$ cat src/design/u8san_pkg.sv
// ----------------------------------------------------------------------------
// u8san_pkg
// Shared types, constants and byte classification helpers for the UTF-8
// sanitizer with output truncation.
// ----------------------------------------------------------------------------
package u8san_pkg;

   localparam int COUNT_BITS = 16;
   localparam int MAX_RESULTS = 4;

   localparam logic [7:0] QMARK      = 8'h3f;
   localparam logic [7:0] CTRL_TOP   = 8'h20;
   localparam logic [7:0] DEL_CHAR   = 8'h7f;
   localparam logic [7:0] ASCII_TOP  = 8'h80;
   localparam logic [7:0] LEAD2_LO   = 8'hc2;
   localparam logic [7:0] LEAD2_HI   = 8'hdf;
   localparam logic [7:0] LEAD3_LO   = 8'he0;
   localparam logic [7:0] LEAD3_HI   = 8'hef;
   localparam logic [7:0] LEAD4_LO   = 8'hf0;
   localparam logic [7:0] LEAD4_HI   = 8'hf4;
   localparam logic [7:0] LEAD_ED    = 8'hed;
   localparam logic [7:0] CONT_LO    = 8'h80;
   localparam logic [7:0] CONT_HI    = 8'hbf;
   localparam logic [7:0] E0_MIN     = 8'ha0;
   localparam logic [7:0] ED_MAX     = 8'h9f;
   localparam logic [7:0] F0_MIN     = 8'h90;
   localparam logic [7:0] F4_MAX     = 8'h8f;

   typedef struct packed {
      logic [7:0] in_byte;
      logic       has_byte;
      logic       last;
   } req_type;

   typedef struct packed {
      logic [7:0] out_byte;
      logic       out_valid;
      logic       out_last;
   } rsp_type;

   function automatic logic [2:0] seq_length(input logic [7:0] c);
      logic [2:0] len;
      len = 3'd0;
      if (c >= LEAD2_LO && c <= LEAD2_HI) begin
         len = 3'd2;
      end else if (c >= LEAD3_LO && c <= LEAD3_HI) begin
         len = 3'd3;
      end else if (c >= LEAD4_LO && c <= LEAD4_HI) begin
         len = 3'd4;
      end
      return len;
   endfunction

   function automatic logic is_cont(input logic [7:0] b);
      return (b >= CONT_LO) && (b <= CONT_HI);
   endfunction

   function automatic logic second_fits(input logic [7:0] lead, input logic [7:0] b);
      logic ok;
      ok = is_cont(b);
      if (lead == LEAD3_LO) begin
         ok = ok && (b >= E0_MIN);
      end else if (lead == LEAD_ED) begin
         ok = ok && (b <= ED_MAX);
      end else if (lead == LEAD4_LO) begin
         ok = ok && (b >= F0_MIN);
      end else if (lead == LEAD4_HI) begin
         ok = ok && (b <= F4_MAX);
      end
      return ok;
   endfunction

endpackage

$ cat src/design/utf8_sanitise_truncate_core.sv
// ----------------------------------------------------------------------------
// utf8_sanitise_truncate_core
// Streaming UTF-8 sanitizer that replaces control bytes and broken sequences
// with '?' and stops a message once its output capacity is used up.
// ----------------------------------------------------------------------------
//  Channel | Direction | Handshake            | Payload
//  req     | in        | req_valid/req_ready  | req_data (req_type)
//  rsp     | out       | rsp_valid/rsp_ready  | rsp_data (rsp_type)
//  csr     | in        | csr_valid/csr_ready  | csr_data (out_capacity)
//
// Each request beat is decoded in the cycle it is accepted and gives up to four
// response beats, held in a four-entry result register and sent one per cycle while rsp_ready is high.
// A new request is taken while the last response beat of the previous one is
// being taken, so a beat yielding at most one response sustains one per cycle while rsp_ready is high.
// Reset restores a capacity of 255 and clears the message state; pb_ff and buf_ff keep their values.
// ----------------------------------------------------------------------------
module utf8_sanitise_truncate_core
   import u8san_pkg::*;
(
   input  logic        clock,
   input  logic        reset,
   input  logic        req_valid,
   output logic        req_ready,
   input  req_type     req_data,
   output logic        rsp_valid,
   input  logic        rsp_ready,
   output rsp_type     rsp_data,
   input  logic        csr_valid,
   output logic        csr_ready,
   input  logic [15:0] csr_data
);

   logic [15:0]           cap_ff;
   logic [7:0]            pb_ff [3];
   logic [1:0]            pc_ff;
   logic [2:0]            el_ff;
   logic [COUNT_BITS-1:0] emitted_ff;
   logic                  stop_ff;
   rsp_type               buf_ff [MAX_RESULTS];
   logic [2:0]            rem_ff;
   logic [1:0]            idx_ff;

   logic [7:0]            pb_in [3];
   logic [1:0]            pc_in;
   logic [2:0]            el_in;
   logic [COUNT_BITS-1:0] emitted_in;
   logic                  stop_in;
   rsp_type               res_in [MAX_RESULTS];
   logic [2:0]            n_in;
   logic [2:0]            used_in;

   logic [COUNT_BITS-1:0] limit;
   logic [COUNT_BITS-1:0] diff;
   logic [2:0]            room;
   logic [32:0]           cap_wide;
   logic [32:0]           cmax_wide;
   logic                  req_fire;
   logic                  rsp_fire;

   assign csr_ready = 1'b1;
   assign req_fire  = req_valid && req_ready;
   assign rsp_fire  = rsp_valid && rsp_ready;
   assign rsp_valid = (rem_ff != 3'd0);
   assign rsp_data  = buf_ff[idx_ff];
   assign req_ready = (rem_ff == 3'd0) || ((rem_ff == 3'd1) && rsp_ready);

   always_comb begin
      cap_wide  = 33'(cap_ff);
      cmax_wide = 33'({COUNT_BITS{1'b1}});
      limit     = COUNT_BITS'((cap_wide < cmax_wide) ? cap_wide : cmax_wide);
      diff      = limit - emitted_ff;
      if (emitted_ff >= limit) begin
         room = 3'd0;
      end else if (diff > COUNT_BITS'(4)) begin
         room = 3'd4;
      end else begin
         room = diff[2:0];
      end
   end

   always_comb begin
      logic [7:0] c;
      logic [1:0] fcount;
      logic       fresh;
      logic       ok;
      logic [2:0] len;
      c       = req_data.in_byte;
      fcount  = 2'd0;
      fresh   = 1'b0;
      ok      = 1'b0;
      len     = 3'd0;
      pb_in   = pb_ff;
      pc_in   = pc_ff;
      el_in   = el_ff;
      stop_in = stop_ff;
      n_in    = 3'd0;
      used_in = 3'd0;
      for (int i = 0; i < MAX_RESULTS; i++) begin
         res_in[i] = '{out_byte: 8'h00, out_valid: 1'b0, out_last: 1'b0};
      end

      if (req_data.has_byte && !stop_in) begin
         if (c == 8'h00) begin
            fcount = pc_in;
            pc_in  = 2'd0;
            el_in  = 3'd0;
            for (int k = 0; k < 3; k++) begin
               if (k < int'(fcount) && !stop_in) begin
                  if (used_in >= room) begin
                     stop_in = 1'b1;
                  end else begin
                     res_in[n_in[1:0]] = '{out_byte: QMARK, out_valid: 1'b1, out_last: 1'b0};
                     n_in    = n_in + 3'd1;
                     used_in = used_in + 3'd1;
                  end
               end
            end
            stop_in = 1'b1;
         end else if (pc_in == 2'd0) begin
            fresh = 1'b1;
         end else begin
            ok = (pc_in == 2'd1) ? second_fits(pb_in[0], c) : is_cont(c);
            if (!ok) begin
               fcount = pc_in;
               pc_in  = 2'd0;
               el_in  = 3'd0;
               for (int k = 0; k < 3; k++) begin
                  if (k < int'(fcount) && !stop_in) begin
                     if (used_in >= room) begin
                        stop_in = 1'b1;
                     end else begin
                        res_in[n_in[1:0]] = '{out_byte: QMARK, out_valid: 1'b1,
                                              out_last: 1'b0};
                        n_in    = n_in + 3'd1;
                        used_in = used_in + 3'd1;
                     end
                  end
               end
               fresh = 1'b1;
            end else if ((3'(pc_in) + 3'd1) < el_in) begin
               case (pc_in)
                  2'd1:    pb_in[1] = c;
                  default: pb_in[2] = c;
               endcase
               pc_in = pc_in + 2'd1;
            end else if (el_in > room) begin
               stop_in = 1'b1;
               pc_in   = 2'd0;
               el_in   = 3'd0;
            end else begin
               for (int k = 0; k < 3; k++) begin
                  if (k < int'(pc_in)) begin
                     res_in[k] = '{out_byte: pb_in[k], out_valid: 1'b1, out_last: 1'b0};
                  end
               end
               res_in[pc_in] = '{out_byte: c, out_valid: 1'b1, out_last: 1'b0};
               n_in    = el_in;
               used_in = el_in;
               pc_in   = 2'd0;
               el_in   = 3'd0;
            end
         end

         if (fresh && !stop_in) begin
            len = seq_length(c);
            if (used_in >= room) begin
               stop_in = 1'b1;
               pc_in   = 2'd0;
               el_in   = 3'd0;
            end else if (c < CTRL_TOP || c == DEL_CHAR || (c >= ASCII_TOP && len == 3'd0)) begin
               res_in[n_in[1:0]] = '{out_byte: QMARK, out_valid: 1'b1, out_last: 1'b0};
               n_in    = n_in + 3'd1;
               used_in = used_in + 3'd1;
            end else if (c < ASCII_TOP) begin
               res_in[n_in[1:0]] = '{out_byte: c, out_valid: 1'b1, out_last: 1'b0};
               n_in    = n_in + 3'd1;
               used_in = used_in + 3'd1;
            end else begin
               pb_in[0] = c;
               pc_in    = 2'd1;
               el_in    = len;
            end
         end
      end

      emitted_in = emitted_ff + COUNT_BITS'(used_in);

      if (req_data.last) begin
         if (!stop_in) begin
            fcount = pc_in;
            pc_in  = 2'd0;
            el_in  = 3'd0;
            for (int k = 0; k < 3; k++) begin
               if (k < int'(fcount) && !stop_in) begin
                  if (used_in >= room) begin
                     stop_in = 1'b1;
                  end else begin
                     res_in[n_in[1:0]] = '{out_byte: QMARK, out_valid: 1'b1, out_last: 1'b0};
                     n_in    = n_in + 3'd1;
                     used_in = used_in + 3'd1;
                  end
               end
            end
         end
         if (n_in == 3'd0) begin
            res_in[0] = '{out_byte: 8'h00, out_valid: 1'b0, out_last: 1'b0};
            n_in      = 3'd1;
         end
         res_in[2'(n_in - 3'd1)].out_last = 1'b1;
         pc_in      = 2'd0;
         el_in      = 3'd0;
         stop_in    = 1'b0;
         emitted_in = '0;
      end
   end

   always_ff @(posedge clock) begin
      if (reset) begin
         cap_ff     <= 16'd255;
         pc_ff      <= 2'd0;
         el_ff      <= 3'd0;
         emitted_ff <= '0;
         stop_ff    <= 1'b0;
         rem_ff     <= 3'd0;
         idx_ff     <= 2'd0;
      end else begin
         if (csr_valid && csr_ready) begin
            cap_ff <= csr_data;
         end
         if (req_fire) begin
            pc_ff      <= pc_in;
            el_ff      <= el_in;
            emitted_ff <= emitted_in;
            stop_ff    <= stop_in;
            rem_ff     <= n_in;
            idx_ff     <= 2'd0;
         end else if (rsp_fire) begin
            rem_ff <= rem_ff - 3'd1;
            idx_ff <= idx_ff + 2'd1;
         end
      end
   end

   always_ff @(posedge clock) begin
      if (req_fire) begin
         pb_ff <= pb_in;
         for (int i = 0; i < MAX_RESULTS; i++) begin
            buf_ff[i] <= res_in[i];
         end
      end
   end

endmodule

$ cat config.mk
export PLATFORM = sky130hd
export DESIGN_NAME = utf8_sanitise_truncate_core
export DESIGN_NICKNAME = d
export VERILOG_FILES = /design/src/design/u8san_pkg.sv /design/src/design/utf8_sanitise_truncate_core.sv
export SDC_FILE = /design/constraint.sdc
export NUM_CORES = 1
export LEC_CHECK = 0
export ABC_CLOCK_PERIOD_IN_PS = 16200
export BUFFER_PORTS_ARGS = -buffer_cell sky130_fd_sc_hd__buf_4
export CAP_MARGIN = 10
export CORE_ASPECT_RATIO = 0.75
export CORE_MARGIN = 2
export CORE_UTILIZATION = 45
export DETAILED_ROUTE_END_ITERATION = 8
export PLACE_DENSITY = 0.67
export SYNTH_ARGS = -nofsm -noshare
export SYNTH_HDL_FRONTEND = slang
export SYNTH_SLANG_ARGS = --single-unit
$ cat constraint.sdc
create_clock -name clock -period 16.2 [get_ports clock]
set_input_delay 2.43 -clock clock [delete_from_list [all_inputs] [get_ports clock]]
set_output_delay 2.43 -clock clock [all_outputs]
set_load 0.01 [all_outputs]
==> results.cfg <==
[cells_and_area]
drive_above_1_share_pct = 12.8
diodes = 0
n_fill_cell = 1763
fin_area_sq_mm = 0.00933
area_growth_pct = 8.86
layout.nets = 1078

[grt]
grt_max_degree = 50
overflow = 0
antenna_found_initial = 0
grt_pass1_wl_um = 37000
grt_pass1_vias = 6582
grt_use_total_pct = 23.8

[drt]
via_count = 7431
via_per_inst = 6.05
route.detailed.drc = 0
drt_iter0_drc = 871
wl_per_cell_um = 19.0
firstDrtPassIters = 6
finalWirelength_um = 23400
antenna_left = 0

[cts]
clockBufferDepth = 2
ctsHtreeMaxLevel = 3
ctsRootBufferMaster = clkbuf_16
clk_latency_ps = 370
cts_setup_buffers = 0
cts.sinks = 109
hold_buffers = 0
clk_pin_slew_ps = 80
ctsResizeCount = 0
cts_tree = yes
cts_buffers = 9

[synthesis]
synth-edff-count = 64
yosys-top-cells-count = 87 x a21oi_1, 78 x nor2_1, 77 x nand2_1
synth_top_area_share_pct = 22.4
ys_types = 95
yosys_warnings = 0
ys.flop_type = edfxtp_1
yosysMostFrequentCell = a21oi_1
ys_seq_area_share_pct = 32.9
synth_seq_cells = 109
avgSynthCellArea_sq_um = 8.83
yosysTopAreaCell = edfxtp_1
syn_nets = 1072
synthArstFlopShare_pct = 0
syn_area_sq_mm = 0.00857
synth_area_leaders = edfxtp_1 22%, dfxtp_1 11%, ha_1 9.9%
syn_inst = 971

[floorplan]
rows = 43
die_w_um = 163
io_pins = 44
coreArea_sq_mm = 0.0186
dieHeight_um = 124
initial_core_util_pct = 46.2
die_area_sq_mm = 0.0202

[critical_path]
slowest_delay_ps = 460
arrival_ps = 14630
cp_common_cell = ha_1
cpMaxStageDelayCell = mux2i_1
required_ps = 16370
cp-start-kind = register
cp_max_fo = 9
endpoint_kind = register
worst-setup-path-type = reg2reg

[run_status]
outcome = completed

[job]
max-cap-violations = 0

[sta]
timing.hold.ws_ps = 494
rsz0062_at_grt = no
fin_skew_ps = 15.4
report.final.hold_viol_count = 0
final_max_slew_viol_count = 0
finalSetupTns_ps = 0
max-slew-margin-rel_pct = 28.5
fin_crit_sh_pct = 89.3
timing.fmax_ghz = 0.0692
finalSetupViolCount = 0
min_period_ps = 14460
worst_pin_slew_ps = 1060

[pwr]
ir_worst_vdd_mv = 0.0735
power.density_mw_per_mm2 = 90.7
power.leakage_nw = 3.56

[placed_design]
portBuffers = 42
dp_hpwl_um = 17800
post_dp_cell_area_sq_mm = 0.00902
place.gp.congestion = 0.963

[worst_hold_path]
worstHoldPathType = reg2reg
-- report_power, final --
part | switching (mW) | internal, mW
combinational | 0.157 | 0.103
clock | 0.115 | 0.110
sequential | 0.0193 | 0.341
total | 0.292 | 0.554
-- routing by layer --
metal / part of all wire (%) / GRT usage [%] / up-vias
met3: 10 / 6.17 / 18
met2: 39 / 31.3 / 335
met1: 50 / 38.4 / 3483
li1: - / - / 3595
met4: 0.87 / 3.98 / 0
met5: 0 / 0 / -
-- sequential cells by signal, indices dropped and copies added, names as in the netlist, named ones only --
register / flops
cap_ff: 16
stop_ff: 1
pc_ff: 2
rem_ff: 3
buf_ff: 40
pb_ff: 24
emitted_ff: 16
idx_ff: 2
el_ff: 3
-- critical path: cells and delay by family, from the launching register on --
| kind | cells | cell delay, ps |
|---|---|---|
| compound gates | 25 | 6120 |
| xor+xnor | 3 | 740 |
| fa+ha+maj | 9 | 2600 |
| buf+inv | 4 | 490 |
| flops | 1 | 320 |
| mux | 2 | 620 |
| simple gates | 18 | 3390 |
-- final cells by class --
cell class / instances / area (sq um) / share of cell area (%)
inverter: 54 / 203 / 2.17
clock buffer: 9 / 225 / 2.41
multi-input combinational: 750 / 5300 / 56.8
clock inverter: 7 / 73.8 / 0.791
timing repair buffer: 53 / 395 / 4.24
sequential: 109 / 2820 / 30.3
tap: 247 / 309 / 3.31
-- stage by stage --
step	worst slack (ps)	std cells	util, %	power [mW]
2_1_floorplan	3360	971	-	0.542
3_3_place_gp	2340	1212	48.6	0.623
3_5_place_dp	1990	1212	48.6	0.626
4_1_cts	1920	1228	50.2	0.851
5_1_grt	580	1229	50.3	0.891
6_report	1740	1229	50.3	0.846
-- worst paths after layout --
kind             startpoint             end  slack (ps)  cells past startpoint
min          emitted_ff[11]  emitted_ff[11]         490                      2
max reg2reg       cap_ff[0]    buf_ff[0][8]        1740                     61
min reg2reg  emitted_ff[11]  emitted_ff[11]         490                      2
max               cap_ff[0]    buf_ff[0][8]        1740                     61
-- cells by family after synthesis --
group                      after synthesis  synth area share (%)
adders and majority gates               70                  10.4
AOI/OAI and AO/OA                      295                  22.9
DFF                                    109                  32.9
xor gates and xnor gates                32                  3.53
and+or+nand+nor                        318                  19.4
other                                    1                0.0438
muxes                                   34                  5.64
buffers and inverters                  112                  5.21
-- placed cells by master, fill, tap and decap left out, types with 4 or more instances in the layout --
| cell type | count |
|---|---|
| o221ai_1 | 12 |
| mux2_2 | 4 |
| a21oi_2 | 4 |
| dfxtp_1 | 45 |
| o21ai_1 | 6 |
| a21oi_1 | 87 |
| nand3b_1 | 4 |
| buf_4 | 52 |
| a211o_1 | 4 |
| a21o_1 | 24 |
| or3_1 | 12 |
| o21ai_0 | 59 |
| a22oi_1 | 14 |
| clkbuf_16 | 9 |
| mux2i_1 | 19 |
| o211ai_1 | 10 |
| ha_1 | 68 |
| and2_1 | 8 |
| edfxtp_1 | 64 |
| a211oi_1 | 9 |
| nand2b_1 | 22 |
| o21a_1 | 5 |
| nor3_1 | 24 |
| nor2b_1 | 7 |
| nor2_1 | 78 |
| inv_1 | 50 |
| nor4_1 | 6 |
| mux4_2 | 10 |
| nand4_1 | 10 |
| xor2_1 | 5 |
| a31oi_1 | 11 |
| o21bai_1 | 5 |
| and3_1 | 16 |
| nand2_1 | 77 |
| nand3_1 | 28 |
| xnor2_1 | 24 |
No activity file was read; power rests on OpenSTA's default activity.
